## src/hdl/ihex_pkg.sv

```systemverilog
// Shared types, result and error codes and the hex digit decoder for the Intel HEX parser.
package ihex_pkg;

  typedef logic [1:0] kind_t;
  typedef logic [2:0] err_t;
  typedef logic [1:0] run_t;

  localparam kind_t KIND_WRITE = 2'd0;
  localparam kind_t KIND_EOF   = 2'd1;
  localparam kind_t KIND_ERROR = 2'd2;

  localparam err_t ERR_BAD_START = 3'd0;
  localparam err_t ERR_BAD_HEX   = 3'd1;
  localparam err_t ERR_BAD_TYPE  = 3'd2;
  localparam err_t ERR_OVERFLOW  = 3'd3;
  localparam err_t ERR_CHECKSUM  = 3'd4;

  localparam run_t RUN_GOING = 2'd0;
  localparam run_t RUN_DONE  = 2'd1;
  localparam run_t RUN_ERROR = 2'd2;

  localparam logic [7:0] CHAR_COLON = 8'h3A;
  localparam logic [7:0] CHAR_LF    = 8'h0A;

  localparam logic [7:0] REC_DATA   = 8'h00;
  localparam logic [7:0] REC_EOF    = 8'h01;
  localparam logic [7:0] REC_SEG    = 8'h02;
  localparam logic [7:0] REC_LINEAR = 8'h04;
  localparam logic [7:0] REC_START  = 8'h05;

  typedef struct packed {
    logic       ok;
    logic [3:0] value;
  } hex_t;

  function automatic hex_t hex_digit(input logic [7:0] c);
    hex_t r;
    r.ok = 1'b1;
    r.value = 4'd0;
    if (c >= 8'h30 && c <= 8'h39) begin
      r.value = 4'(c - 8'h30);
    end else if (c >= 8'h41 && c <= 8'h46) begin
      r.value = 4'(c - 8'h37);
    end else if (c >= 8'h61 && c <= 8'h66) begin
      r.value = 4'(c - 8'h57);
    end else begin
      r.ok = 1'b0;
    end
    return r;
  endfunction

endpackage

```

## src/hdl/intel_hex_record_parser.sv

```systemverilog
// Intel HEX record parser: one character a beat in, memory writes, end and error results out.
//
// The parser takes one character of Intel HEX text a beat and accepts a new character in every
// cycle that the output register is free: each character is decoded into the record state and,
// where it produces one, a result that is held in an output register. A new character is taken
// while that register is empty or its result is being taken in the same cycle, so the
// sustained rate is one character per cycle whenever the consumer keeps up. Data records give
// one write result per payload byte; end of file and errors give a single result, after which
// all further characters are taken and dropped until reset. The lowest and highest written
// addresses travel with every result.
module intel_hex_record_parser
  import ihex_pkg::*;
#(
  parameter int unsigned MEM_BYTES = 16777216
) (
  input  logic        clk,
  input  logic        rst,
  input  logic        in_valid,
  output logic        in_ready,
  input  logic [7:0]  char_in,
  output logic        out_valid,
  input  logic        out_ready,
  output logic [1:0]  kind,
  output logic [23:0] address,
  output logic [7:0]  data,
  output logic [2:0]  error_code,
  output logic [23:0] lowest_address,
  output logic [23:0] highest_address
);

  localparam logic [2:0] PH_START  = 3'd0;
  localparam logic [2:0] PH_COUNT  = 3'd1;
  localparam logic [2:0] PH_OFFSET = 3'd2;
  localparam logic [2:0] PH_TYPE   = 3'd3;
  localparam logic [2:0] PH_BASE   = 3'd4;
  localparam logic [2:0] PH_DATA   = 3'd5;
  localparam logic [2:0] PH_CHECK  = 3'd6;
  localparam logic [2:0] PH_SKIP   = 3'd7;

  localparam logic [24:0] MEM_LIMIT = 25'(MEM_BYTES);

  logic [2:0]  phase, phase_next;
  logic [2:0]  nibble_count, nibble_count_next;
  logic [15:0] field_value, field_value_next;
  logic [7:0]  byte_count, byte_count_next;
  logic [16:0] record_offset, record_offset_next;
  logic [7:0]  record_type, record_type_next;
  logic [7:0]  bytes_done, bytes_done_next;
  logic [7:0]  running_sum, running_sum_next;
  logic [23:0] base_address, base_address_next;
  logic [23:0] min_written, min_written_next;
  logic [23:0] max_written, max_written_next;
  run_t        finished, finished_next;

  logic        emit;
  kind_t       emit_kind;
  logic [23:0] emit_address;
  logic [7:0]  emit_data;
  err_t        emit_code;

  logic        take;
  hex_t        digit;
  logic [15:0] shifted;
  logic [2:0]  nibble_inc;
  logic        field_done;
  logic [24:0] write_addr;
  logic [7:0]  done_inc;

  assign in_ready = !out_valid || out_ready;
  assign take = in_valid && in_ready;

  assign digit      = hex_digit(char_in);
  assign shifted    = {field_value[11:0], digit.value};
  assign nibble_inc = nibble_count + 3'd1;
  assign field_done = (phase == PH_OFFSET || phase == PH_BASE) ? (nibble_inc == 3'd4)
                                                               : (nibble_inc == 3'd2);
  assign write_addr = {1'b0, base_address} + {8'd0, record_offset};
  assign done_inc   = bytes_done + 8'd1;

  always_comb begin
    phase_next         = phase;
    nibble_count_next  = nibble_count;
    field_value_next   = field_value;
    byte_count_next    = byte_count;
    record_offset_next = record_offset;
    record_type_next   = record_type;
    bytes_done_next    = bytes_done;
    running_sum_next   = running_sum;
    base_address_next  = base_address;
    min_written_next   = min_written;
    max_written_next   = max_written;
    finished_next      = finished;
    emit               = 1'b0;
    emit_kind          = KIND_WRITE;
    emit_address       = 24'd0;
    emit_data          = 8'd0;
    emit_code          = ERR_BAD_START;

    if (take && finished == RUN_GOING) begin
      unique case (phase)
        PH_START: begin
          if (char_in != CHAR_COLON) begin
            finished_next = RUN_ERROR;
            emit = 1'b1;
            emit_kind = KIND_ERROR;
            emit_code = ERR_BAD_START;
          end else begin
            phase_next        = PH_COUNT;
            nibble_count_next = 3'd0;
            field_value_next  = 16'd0;
            running_sum_next  = 8'd0;
            bytes_done_next   = 8'd0;
          end
        end
        PH_SKIP: begin
          if (char_in == CHAR_LF) begin
            phase_next = PH_START;
          end
        end
        default: begin
          if (!digit.ok) begin
            finished_next = RUN_ERROR;
            emit = 1'b1;
            emit_kind = KIND_ERROR;
            emit_code = ERR_BAD_HEX;
          end else if (!field_done) begin
            field_value_next  = shifted;
            nibble_count_next = nibble_inc;
          end else begin
            field_value_next  = 16'd0;
            nibble_count_next = 3'd0;
            unique case (phase)
              PH_COUNT: begin
                byte_count_next  = shifted[7:0];
                running_sum_next = shifted[7:0];
                phase_next       = PH_OFFSET;
              end
              PH_OFFSET: begin
                record_offset_next = {1'b0, shifted};
                running_sum_next   = running_sum + shifted[15:8] + shifted[7:0];
                phase_next         = PH_TYPE;
              end
              PH_TYPE: begin
                record_type_next = shifted[7:0];
                running_sum_next = running_sum + shifted[7:0];
                unique case (shifted[7:0]) inside
                  REC_EOF: begin
                    finished_next = RUN_DONE;
                    emit = 1'b1;
                    emit_kind = KIND_EOF;
                  end
                  REC_SEG, REC_LINEAR: phase_next = PH_BASE;
                  REC_START: phase_next = PH_SKIP;
                  REC_DATA: phase_next = (byte_count != 8'd0) ? PH_DATA : PH_CHECK;
                  default: begin
                    finished_next = RUN_ERROR;
                    emit = 1'b1;
                    emit_kind = KIND_ERROR;
                    emit_code = ERR_BAD_TYPE;
                  end
                endcase
              end
              PH_BASE: begin
                if (record_type == REC_SEG) begin
                  base_address_next = {4'd0, shifted, 4'd0};
                end else begin
                  base_address_next = {shifted[7:0], 16'd0};
                end
                phase_next = PH_SKIP;
              end
              PH_DATA: begin
                if (write_addr >= MEM_LIMIT) begin
                  finished_next = RUN_ERROR;
                  emit = 1'b1;
                  emit_kind = KIND_ERROR;
                  emit_code = ERR_OVERFLOW;
                end else begin
                  if (write_addr[23:0] < min_written) min_written_next = write_addr[23:0];
                  if (write_addr[23:0] > max_written) max_written_next = write_addr[23:0];
                  running_sum_next   = running_sum + shifted[7:0];
                  record_offset_next = record_offset + 17'd1;
                  bytes_done_next    = done_inc;
                  if (done_inc == byte_count) phase_next = PH_CHECK;
                  emit = 1'b1;
                  emit_kind = KIND_WRITE;
                  emit_address = write_addr[23:0];
                  emit_data = shifted[7:0];
                end
              end
              PH_CHECK: begin
                if (8'(running_sum + shifted[7:0]) != 8'd0) begin
                  finished_next = RUN_ERROR;
                  emit = 1'b1;
                  emit_kind = KIND_ERROR;
                  emit_code = ERR_CHECKSUM;
                end else begin
                  phase_next = PH_SKIP;
                end
              end
              default: phase_next = PH_SKIP;
            endcase
          end
        end
      endcase
    end
  end

  always_ff @(posedge clk) begin
    if (rst) begin
      phase         <= PH_START;
      nibble_count  <= 3'd0;
      field_value   <= 16'd0;
      byte_count    <= 8'd0;
      record_offset <= 17'd0;
      record_type   <= 8'd0;
      bytes_done    <= 8'd0;
      running_sum   <= 8'd0;
      base_address  <= 24'd0;
      min_written   <= 24'hFFFFFF;
      max_written   <= 24'd0;
      finished      <= RUN_GOING;
      out_valid     <= 1'b0;
    end else begin
      phase         <= phase_next;
      nibble_count  <= nibble_count_next;
      field_value   <= field_value_next;
      byte_count    <= byte_count_next;
      record_offset <= record_offset_next;
      record_type   <= record_type_next;
      bytes_done    <= bytes_done_next;
      running_sum   <= running_sum_next;
      base_address  <= base_address_next;
      min_written   <= min_written_next;
      max_written   <= max_written_next;
      finished      <= finished_next;
      if (emit) begin
        out_valid <= 1'b1;
      end else if (out_ready) begin
        out_valid <= 1'b0;
      end
    end
  end

  always_ff @(posedge clk) begin
    if (emit) begin
      kind            <= emit_kind;
      address         <= emit_address;
      data            <= emit_data;
      error_code      <= emit_code;
      lowest_address  <= min_written_next;
      highest_address <= max_written_next;
    end
  end

endmodule

```

## config.mk

```make
export PLATFORM = sky130hd
export DESIGN_NAME = intel_hex_record_parser
export DESIGN_NICKNAME = d
export VERILOG_FILES = /design/src/hdl/ihex_pkg.sv /design/src/hdl/intel_hex_record_parser.sv
export SDC_FILE = /design/constraint.sdc
export NUM_CORES = 1
export LEC_CHECK = 0
export BUFFER_PORTS_ARGS = -buffer_cell sky130_fd_sc_hd__buf_2
export CELL_PAD_IN_SITES_DETAIL_PLACEMENT = 0
export CELL_PAD_IN_SITES_GLOBAL_PLACEMENT = 1
export CORE_ASPECT_RATIO = 0.9
export CORE_UTILIZATION = 25
export CTS_CLUSTER_SIZE = 16
export DETAILED_ROUTE_END_ITERATION = 10
export PLACE_DENSITY_LB_ADDON = 0.1
export SLEW_MARGIN = 20
export SYNTH_ARGS = -nofsm -noshare
export SYNTH_HDL_FRONTEND = slang
export SYNTH_SLANG_ARGS = --single-unit
```

## constraint.sdc

```tcl
create_clock -name clk -period 13.4 [get_ports clk]
set_input_delay 1.34 -clock clk [delete_from_list [all_inputs] [get_ports clk]]
set_output_delay 1.34 -clock clk [all_outputs]
set_load 0.05 [all_outputs]
```

After elaboration in Yosys (flattened, before gate mapping)
Index checks and enable logic that the tools add are counted.
{"block": "totals", "regBits": 227, "latchBits": 0, "romBits": 0, "ramBits": 0, "output_inout_bits": 87, "memories": 0}
{"block": "op_classes", "n_mul": 0, "bitwise_logic": 6, "div": 0, "shift": 0, "n_lt_le_gt_ge": 9, "muxes": 86, "addsub": 10, "n_reduce_logical": 37, "eq_ne": 32}
{"cell": "$mux 24", "n": 15}
{"cell": "$mux 8", "n": 8}
{"cell": "$mux 12", "n": 3}
{"cell": "$pmux 17 s2", "n": 1}
{"cell": "$mux 3", "n": 11}
{"cell": "$pmux 8 s2", "n": 2}
{"cell": "$pmux 8 s4", "n": 1}
{"cell": "$mux 2", "n": 13}
{"cell": "$add 24x17->25", "n": 1}
{"cell": "$ge 25x25->1 const B", "n": 1}
{"cell": "$add 8x8->8", "n": 3}
{"cell": "$gt 24x24->1", "n": 1}
{"cell": "$lt 24x24->1", "n": 1}
{"cell": "$pmux 12 s2", "n": 1}
{"cell": "$pmux 3 s3", "n": 2}
{"cell": "$add 17x1->17 const B", "n": 1}
{"cell": "$mux 17", "n": 1}
{"cell": "$eq 8x2->1 const B", "n": 2}
{"cell": "$eq 8x3->1 const B", "n": 2}
{"cell": "$ge 8x7->1 const B", "n": 2}
{"cell": "$le 8x7->1 const B", "n": 2}
{"cell": "$ne 4x4->1 const B", "n": 4}
{"cell": "$pmux 2 s2", "n": 4}
{"cell": "$reduce_bool 8->1", "n": 2}
{"cell": "other kinds (49)", "n": 96}

Depth between registers and ports, before layout
Gate-level depths: netlist of run 1.
{"block": "logic_depth", "ltp_word": 14, "depth_mapped": 20}

Worst setup path before layout of run 1
Ideal clock, no wire load.
{"block": "synth_timing", "path_type": "input to register", "start": "input char_in[0]", "end": "register address[0], enable pin", "path_stages": 16, "setup_slack_ps": 7260, "setup_time_ps": 439, "t_arrival_ps": 5702, "t_required_ps": 12961, "path_cell_list": "inv_1 ha_1 or3b_1 nand4_2 and2_1 clkbuf_1 inv_1 ha_1 nor4_1 o21ai_0 a211o_1 o2111ai_1 o21bai_1 o2111ai_1 a21oi_1 inv_1"}
{"element": "start: declaration", "line": "intel_hex_record_parser.sv:20", "source": "input logic [7:0] char_in,"}
{"element": "end signal: assignment", "line": "intel_hex_record_parser.sv:247", "source": "address <= emit_address;"}
{"element": "end: declaration", "line": "intel_hex_record_parser.sv:24", "source": "output logic [23:0] address,"}

==> out/results.ini, run 1 <==
[logic_synthesis]
synth-xor-area-share = 0.0289
yosysTopAreaCellShare = 0.217
synth_nets = 1485
syn-instance-count = 1381
synth-simple-area-share = 0.189
yosysWarnings = 0
synthAdderAreaFrac = 0.0973
synthDistinctLibCells = 85
async_flop_share = 0
syn_area_per_cell_um2 = 9.20
synth_compound_area_frac = 0.179
synthFlopType = dfxtp_1
synth_mux_area_frac = 0.0379
yosys_register_bits = 223
yosysTopAreaCell = dfxtp_1
synth_edf_count = 85
synth_top_family_by_area = simple AND/OR/NAND/NOR gates
synth.area.top_cells = dfxtp_1 (22%), edfxtp_1 (20%), ha_1 (8.1%), a21oi_1 (4.6%), nand2_1 (3.3%)
ys_seq_area_frac = 0.418
synth_area_mm2 = 0.0127

[floorplan]
fp-row-count = 78
dieArea_mm2 = 0.0517
start_util = 0.253
die_y_um = 216
io_pins = 99
coreArea_mm2 = 0.0503
die_width_um = 240

[min_path]
hold_depth = 2
hp-start = base_address[4]
hold_path_class = reg2reg

[final_layout]
final_layout_size_suffix_gt1_frac = 0.155
antenna_cells = 0
finish.instance_area_mm2 = 0.0150
syn_to_final_growth_pct = 18.1
final_common_cell = dfxtp_1
nets = 1578
layout_common_cells = dfxtp_1 (138), a21oi_1 (116), nand2_1 (112)
fin_cells = 2176

[flow_run]
maxCapViolations = 0

[critical_path]
cp_data_required_time_ns = 13.58
r2r_cells = 18
startpoint = char_in[0]
worstPathMaxFanout = 81
reg2reg_from = record_offset[4]
arrival_ns = 6.22
critPathKind = in2reg
worstSetupEndpointType = register
crit_path_start_kind = input pin
regToRegSetupSlack_ns = 7.93

[cts]
cts_resized = 0
cts_buffers = 28
cts.sinks = 223
cts.repair_timing.setup_buffer_count = 0
clk_latency_ns = 0.58
htree_levels = 1
cts.clk_slew.worst_paths_ns = 0.07
clock-root-buffer = clkbuf_16
cts_buffer_depth = 3
tritoncts = built
hold_buffers = 0

[timing]
clock-skew-final_ns = 0.0316
worstMarginPinSlew_ns = 1.04
rsz0062_at_grt = no
tns_ns = 0
setup_ws_ns = 7.35
fin_crit_ns = 6.05
setup_viol = 0
maxSlewViolCount = 0
slew_headroom = 0.303
fmax_ghz = 0.165
hold_violations = 0
fin_crit_sh = 0.451

[global_routing]
grt_usage = 0.170
antenna_found_initial = 1
overflow = 0
grt_pass1_wl_um = 66700
grt_pass1_vias = 10319
grt_max_degree = 82

[pwr]
pwr-share-clk = 0.484
finalPower_mw = 1.60
power_density_mw_per_mm2 = 107
p_leak_nw = 6.02
switching_share = 0.258
p_switching_mw = 0.413
internal_power_mw = 1.19
comb_power_share = 0.065
peakVddDrop_mv = 0.0958
seqPwrFrac = 0.451

[drt]
routedWlPerCell_um = 20.2
drc_errors = 0
drt_first_pass_iters = 5
vias = 10683
viasPerCell = 4.91
postRouteAntennaNets = 0
postRouteWirelength_um = 44000
first_iter_violations = 578

[place]
gp_congestion = 0.808
dpl_worst_slack_ns = 6.68
dp_cells = 2124
dp_hpwl_um = 31200
placed_cell_area_mm2 = 0.0141
io_buffers = 98

[run_status]
status = finished clean

==> through the flow <==
| stage | util | hold slack [ns] |
|---|---|---|
| after floorplan | - | 0.436 |
| after global placement | 0.280 | 0.445 |
| after detailed placement | 0.280 | 0.451 |
| after CTS | 0.299 | 0.459 |
| after global routing | 0.299 | 0.480 |
| final | 0.299 | 0.457 |
==> per-layer routing <==
| metal | global-route usage | vias up | wire length [um] |
|---|---|---|---|
| met5 | 0 | - | 0 |
| met2 | 0.257 | 254 | 18900 |
| met3 | 0.0223 | 38 | 1850 |
| met1 | 0.256 | 5151 | 22600 |
| li1 | - | 5240 | - |
| met4 | 0.0308 | 0 | 688 |
==> final timing paths <==
check                  endpoint
max reg2reg  highest_address[5]
min             base_address[4]
min reg2reg     base_address[4]
max                 address[10]
==> area by class of cell <==
cell class / instances / area [um2]
clock buffers: 31 / 732
clock inverters: 21 / 206
fillers: 5264 / 35300
inverters: 86 / 324
multi-input cells: 998 / 6790
flip-flops and latches: 223 / 5320
well taps: 680 / 851
repair buffers: 137 / 790
==> registers in the layout, summed over array words and instances, names as in the netlist, 8 cells and up <==
register,cells
max_written,24
byte_count,8
lowest_address,24
field_value,12
running_sum,8
base_address,20
min_written,24
address,24
record_offset,17
bytes_done,8
data,8
highest_address,24
record_type,8
==> synth_stat cells (12+ instances only) <==
master and number:
o21ai_0 61, a21o_1 19, nand2b_1 34, a211oi_1 19, nor3_1 23, and2_1 19, o211ai_1 14, edfxtp_1 85
o31ai_1 26, and3_1 30, nand2_1 112, nor2b_1 12, ha_1 82, a21oi_1 117, dfxtp_1 138, buf_2 13
nor2_1 100, clkbuf_1 53, nand4_1 23, mux2i_1 17, xnor2_1 31, inv_1 82, nand3_1 77
==> logic make-up (layout without fill, tap and decap cells) <==
| logic type | count (synthesis) | in the layout |
|---|---|---|
| buffers and inverters | 160 | 275 |
| AND/OR/NAND/NOR | 474 | 474 |
| AO/OA/AOI/OAI | 348 | 348 |
| multiplexers | 41 | 41 |
| flip-flops | 223 | 223 |
| XOR/XNOR | 42 | 42 |
| adder cells (fa/ha/maj) | 93 | 93 |
==> power groups by stage <==
stage	combinational (mW)	clock (mW)	sequential (mW)
after floorplan	0.0311	0	0.784
after global placement	0.105	0	0.738
after detailed placement	0.106	0	0.738
after CTS	0.106	0.802	0.723
after global routing	0.111	0.825	0.724
final	0.105	0.775	0.723
==> critical path, stage by stage <==
cell and delay [ns]:
buf_2 0.13, inv_1 0.17, ha_1 0.22, or3b_1 0.39, nand4_2 0.17, nand2_4 0.11
nand2_1 0.39, inv_1 0.20, ha_1 0.27, a211oi_1 0.52, nor4b_1 0.11, nand4b_1 0.24
or4_1 0.59, o21bai_1 0.32, o2111ai_1 0.17, a21oi_1 0.26, clkinv_2 0.16, buf_6 0.28
Note: power is estimated with default switching activity, not from simulation.
==> inputs of run 2 (changes only) <==
clock period = 5.9 ns   (was 13.4 ns; I/O delays follow)
==> run 2 against run 1 <==
The run now ends with DRC left. Register-to-register slack got worse by 7.4 ns. Final cell count increased by 0.46%. Clock power increased to 2.5 times the previous value. Highest routed layer unchanged. Largest cell class unchanged. Power increased by 140%.
==> out/results.ini, run 2 (synthesis results as in run 1) <==
[critical_path]
critPathKind = reg2reg
crit_path_start_kind = register
cp_data_required_time_ns = 6.20
arrival_ns = 5.66
worstSetupEndpointType = register
regToRegSetupSlack_ns = 0.54
worstPathMaxFanout = 14

[final_layout]
layout_common_cells = dfxtp_1 (138), a21oi_1 (116), nand2_1 (112)
fin_cells = 2186
final_common_cell = dfxtp_1
final_layout_size_suffix_gt1_frac = 0.163
antenna_cells = 0
syn_to_final_growth_pct = 19.8
nets = 1588
fillers = 5284

[global_routing]
grt_usage = 0.173
grt_pass1_vias = 10509
antenna_found_initial = 0
overflow = 0
grt_max_degree = 86
grt_pass1_wl_um = 68000

[timing]
fin_crit_ns = 5.36
clock-skew-final_ns = 0.0205
timing.hold.ws_ns = 0.392
tns_ns = 0
fmax_ghz = 0.187
slew_headroom = 0.292
setup_viol = 0
maxSlewViolCount = 0
rsz0062_at_grt = no
worstMarginPinSlew_ns = 1.03
hold_violations = 0
fin_crit_sh = 0.909

[cts]
cts_buffers = 28
htree_levels = 1
cts.clk_slew.worst_paths_ns = 0.06
clk_latency_ns = 0.57
cts.sinks = 223
hold_buffers = 0
tritoncts = built
cts_resized = 0
cts.repair_timing.setup_buffer_count = 0
cts_buffer_depth = 3
clock-root-buffer = clkbuf_16

[flow_run]
maxCapViolations = 0

[floorplan]
io_pins = 99
start_util = 0.253
die_width_um = 240
dieArea_mm2 = 0.0517
die_y_um = 216
coreArea_mm2 = 0.0503
fp-row-count = 78

[run_status]
status = complete, but fails checks
failed_checks = DRC

[place]
io_buffers = 98
gp_congestion = 0.795
dp_cells = 2133
dp_hpwl_um = 31800

[pwr]
finalPower_mw = 3.83
power_density_mw_per_mm2 = 252
peakVddDrop_mv = 0.169
p_leak_nw = 6.14

[drt]
viasPerCell = 4.89
vias = 10689
drt_first_pass_iters = 9
postRouteWirelength_um = 44400
first_iter_violations = 756
routedWlPerCell_um = 20.3
drc_errors = 1
postRouteAntennaNets = 0

[min_path]
hold_path_class = in2reg

==> run 2: metrics by stage <==
step | util | area, um2 | setup WS, ns
global placement | 0.281 | 14100 | 0.726
detailed placement | 0.281 | 14100 | 0.563
finish | 0.303 | 15200 | 0.539
floorplan | - | 12700 | 0.510
global route | 0.303 | 15200 | 0.133
CTS | 0.302 | 15200 | 0.528
==> run 2: per-layer routing <==
metal | vias to the layer above | part of all wire | global-route usage
li1 | 5255 | - | -
met5 | - | 0 | 0
met1 | 5181 | 0.52 | 0.262
met3 | 35 | 0.041 | 0.0247
met4 | 0 | 0.015 | 0.0359
met2 | 218 | 0.43 | 0.256
==> run 2: critical path, cell delays in order, from the launching register on <==
cell	delay [ns]
dfxtp_1	0.40
ha_1	0.23
inv_1	0.07
fa_1	0.41
nand2b_1	0.19
a21oi_1	0.22
o32a_1	0.35
a211o_1	0.32
and3_1	0.21
xor2_1	0.06
buf_4	0.17
ha_1	0.29
and4_1	0.21
nand3_1	0.15
nor3_1	0.44
nand2_1	0.15
a21o_1	0.19
o211ai_1	0.10
buf_4	0.24
and2_1	0.50
o21ai_0	0.17
==> run 2: layout make-up <==
cell class	count	area [um2]	area share
timing repair buffer	147	893	0.0587
inverter	86	324	0.0213
multi-input combinational	998	6790	0.446
tap	680	851	0.0559
clock inverter	22	330	0.0217
clock buffer	30	718	0.0472
sequential	223	5320	0.349
==> run 2: power breakdown <==
group / internal, mW / total [mW] / leakage, nW / switching, mW
Sequential: 1.63 / 1.64 / 1.87 / 0.00808
Combinational: 0.0441 / 0.242 / 3.77 / 0.198
Clock: 1.20 / 1.95 / 0.502 / 0.752
==> run 2: path summary, 6_finish.rpt <==
check,start,endpoint,cells after the start
min,out_ready,out_valid,3
max reg2reg,record_offset[4],highest_address[14],20
min reg2reg,base_address[9],base_address[9],2
max,record_offset[4],highest_address[14],20
==> inputs of run 3 (changes only) <==
clock period = 4.55 ns   (was 5.9 ns; I/O delays follow)
==> run 3 against run 2 <==
The flow now finishes without violations. Via count grew 2.1%. Global-route usage is essentially flat. Register-to-register slack lost 0.34 ns. Combinational power increased by 40%. Critical endpoint is now lowest_address[5].
==> out/results.ini, run 3 (synthesis results as in run 1) <==
[final_layout]
nets = 1637
antenna_cells = 0
fillers = 5223
regArea_mm2 = 0.00532
layout_common_cells = dfxtp_1 (136), nand2_1 (112), a21oi_1 (112)
multiInputGateArea_mm2 = 0.00703
final_common_cell = dfxtp_1
fin_cells = 2234
syn_to_final_growth_pct = 24.4
final_layout_size_suffix_gt1_frac = 0.214

[cts]
clk_latency_ns = 0.56
tritoncts = built
cts_buffer_depth = 3
hold_buffers = 0
clock-root-buffer = clkbuf_16
htree_levels = 1
cts_buffers = 28
cts.sinks = 223
cts.clk_slew.worst_paths_ns = 0.06

[critical_path]
path_cells = ha_1, or2_2, o32a_1, buf_4, a31oi_1, o21ai_1, xor2_1, buf_4, buf_4, ha_1, a21o_1, a21o_1, a21oi_1, nor2b_1, o21ai_0, buf_4, o211ai_4, buf_12, clkbuf_16, buf_4, nand2_1, o21ai_0
cp_data_required_time_ns = 4.83
path_depth = 22
cp_top_family = compound AO/OA/AOI/OAI gates
r2r_cells = 22
critPathBufInv = 7
cpMostUsedCell = buf_4
crit_path_start_kind = register
worstSetupEndpointType = register
critPathMaxStageDelay_ns = 0.42
arrival_ns = 4.63
critPathKind = reg2reg
slowest_stage = o32a_1
worstPathMaxFanout = 8

[floorplan]
die_width_um = 240
die_y_um = 216
fp-row-count = 78
dieArea_mm2 = 0.0517
start_util = 0.253
io_pins = 99
coreArea_mm2 = 0.0503

[drt]
first_iter_violations = 692
routedWlPerCell_um = 20.0
viasPerCell = 4.89
postRouteAntennaNets = 0
vias = 10916
drt_first_pass_iters = 7
drc_errors = 0
postRouteWirelength_um = 44700

[global_routing]
grt_usage = 0.172
grt_max_degree = 83
overflow = 0
grt_pass1_wl_um = 67900
antenna_found_initial = 0
grt_pass1_vias = 10720

[timing]
maxSlewViolCount = 0
timing.hold.ws_ns = 0.252
fmax_ghz = 0.230
setup_viol = 0
fin_crit_ns = 4.35
fin_crit_sh = 0.957
hold_violations = 0
slew_headroom = 0.318
rsz0062_at_grt = no
clock-skew-final_ns = 0.0116
worstMarginPinSlew_ns = 1.02

[min_path]
hold_depth = 3
hold_path_class = in2reg

[pwr]
p_leak_nw = 6.41
power_density_mw_per_mm2 = 306
peakVddDrop_mv = 0.297
finalPower_mw = 4.84

[place]
gp_congestion = 0.849
io_buffers = 98
dp_cells = 2177
dp_hpwl_um = 32000

[run_status]
status = finished clean

[flow_run]
maxCapViolations = 0

## run 3: cell count changes in the layout (fill, tap and decap cells not counted), moves of 5 or more
cell	before	now
buf_4	48	94
clkbuf_8	1	7
ha_1	82	75
ha_4	0	5
clkbuf_1	1	6
o31ai_2	0	8
o31ai_1	26	18
## run 3: layer usage
layer | share of wire | track usage | vias up
met5 | 0 | 0 | -
met4 | 0.021 | 0.0415 | 0
met3 | 0.038 | 0.0246 | 56
met2 | 0.41 | 0.251 | 213
met1 | 0.53 | 0.263 | 5297
li1 | - | - | 5350
## run 3: timing repair
item	4_1_cts	5_1_grt
setup endpoints to repair	24	95
gates cloned	0	1
pin swaps	0	11
resized for setup	3	26
buffers inserted	0	5
## run 3: report_power, final
group | leakage [nW] | internal (mW) | total (mW) | switching (mW)
Sequential | 1.87 | 2.12 | 2.13 | 0.0119
Clock | 0.487 | 1.48 | 2.37 | 0.899
Combinational | 4.05 | 0.0707 | 0.340 | 0.269
Total | 6.41 | 3.66 | 4.84 | 1.18
## run 3: per-stage QoR
stage	setup TNS, ns	cell area [um2]	util	setup WS, ns
6_report	0	15800	0.315	0.197
5_1_grt	0	15800	0.315	0.0270
4_1_cts	0	15600	0.311	0.0383
3_3_place_gp	0	14600	0.291	0.148
2_1_floorplan	-38.73	12900	-	-0.456
3_5_place_dp	-0.502	14600	0.291	-0.0656
## run 3: final timing paths
check	from	end	slack, ns
min reg2reg	base_address[9]	base_address[9]	0.46
min	out_ready	out_valid	0.25
max reg2reg	record_offset[11]	lowest_address[5]	0.20
max	record_offset[11]	lowest_address[5]	0.20
## run 3: layout make-up
type                       instances  area share
clock buffer                      43      0.0550
clock inverter                     8     0.00744
inverter                          86      0.0214
multi-input combinational        998       0.445
sequential                       223       0.336
tap                              680      0.0538
timing repair buffer             196      0.0814
## run 3: worst min-delay path: stages
cell and delay (ns):
buf_2 0.07, nand2b_1 0.15, a21oi_1 0.08
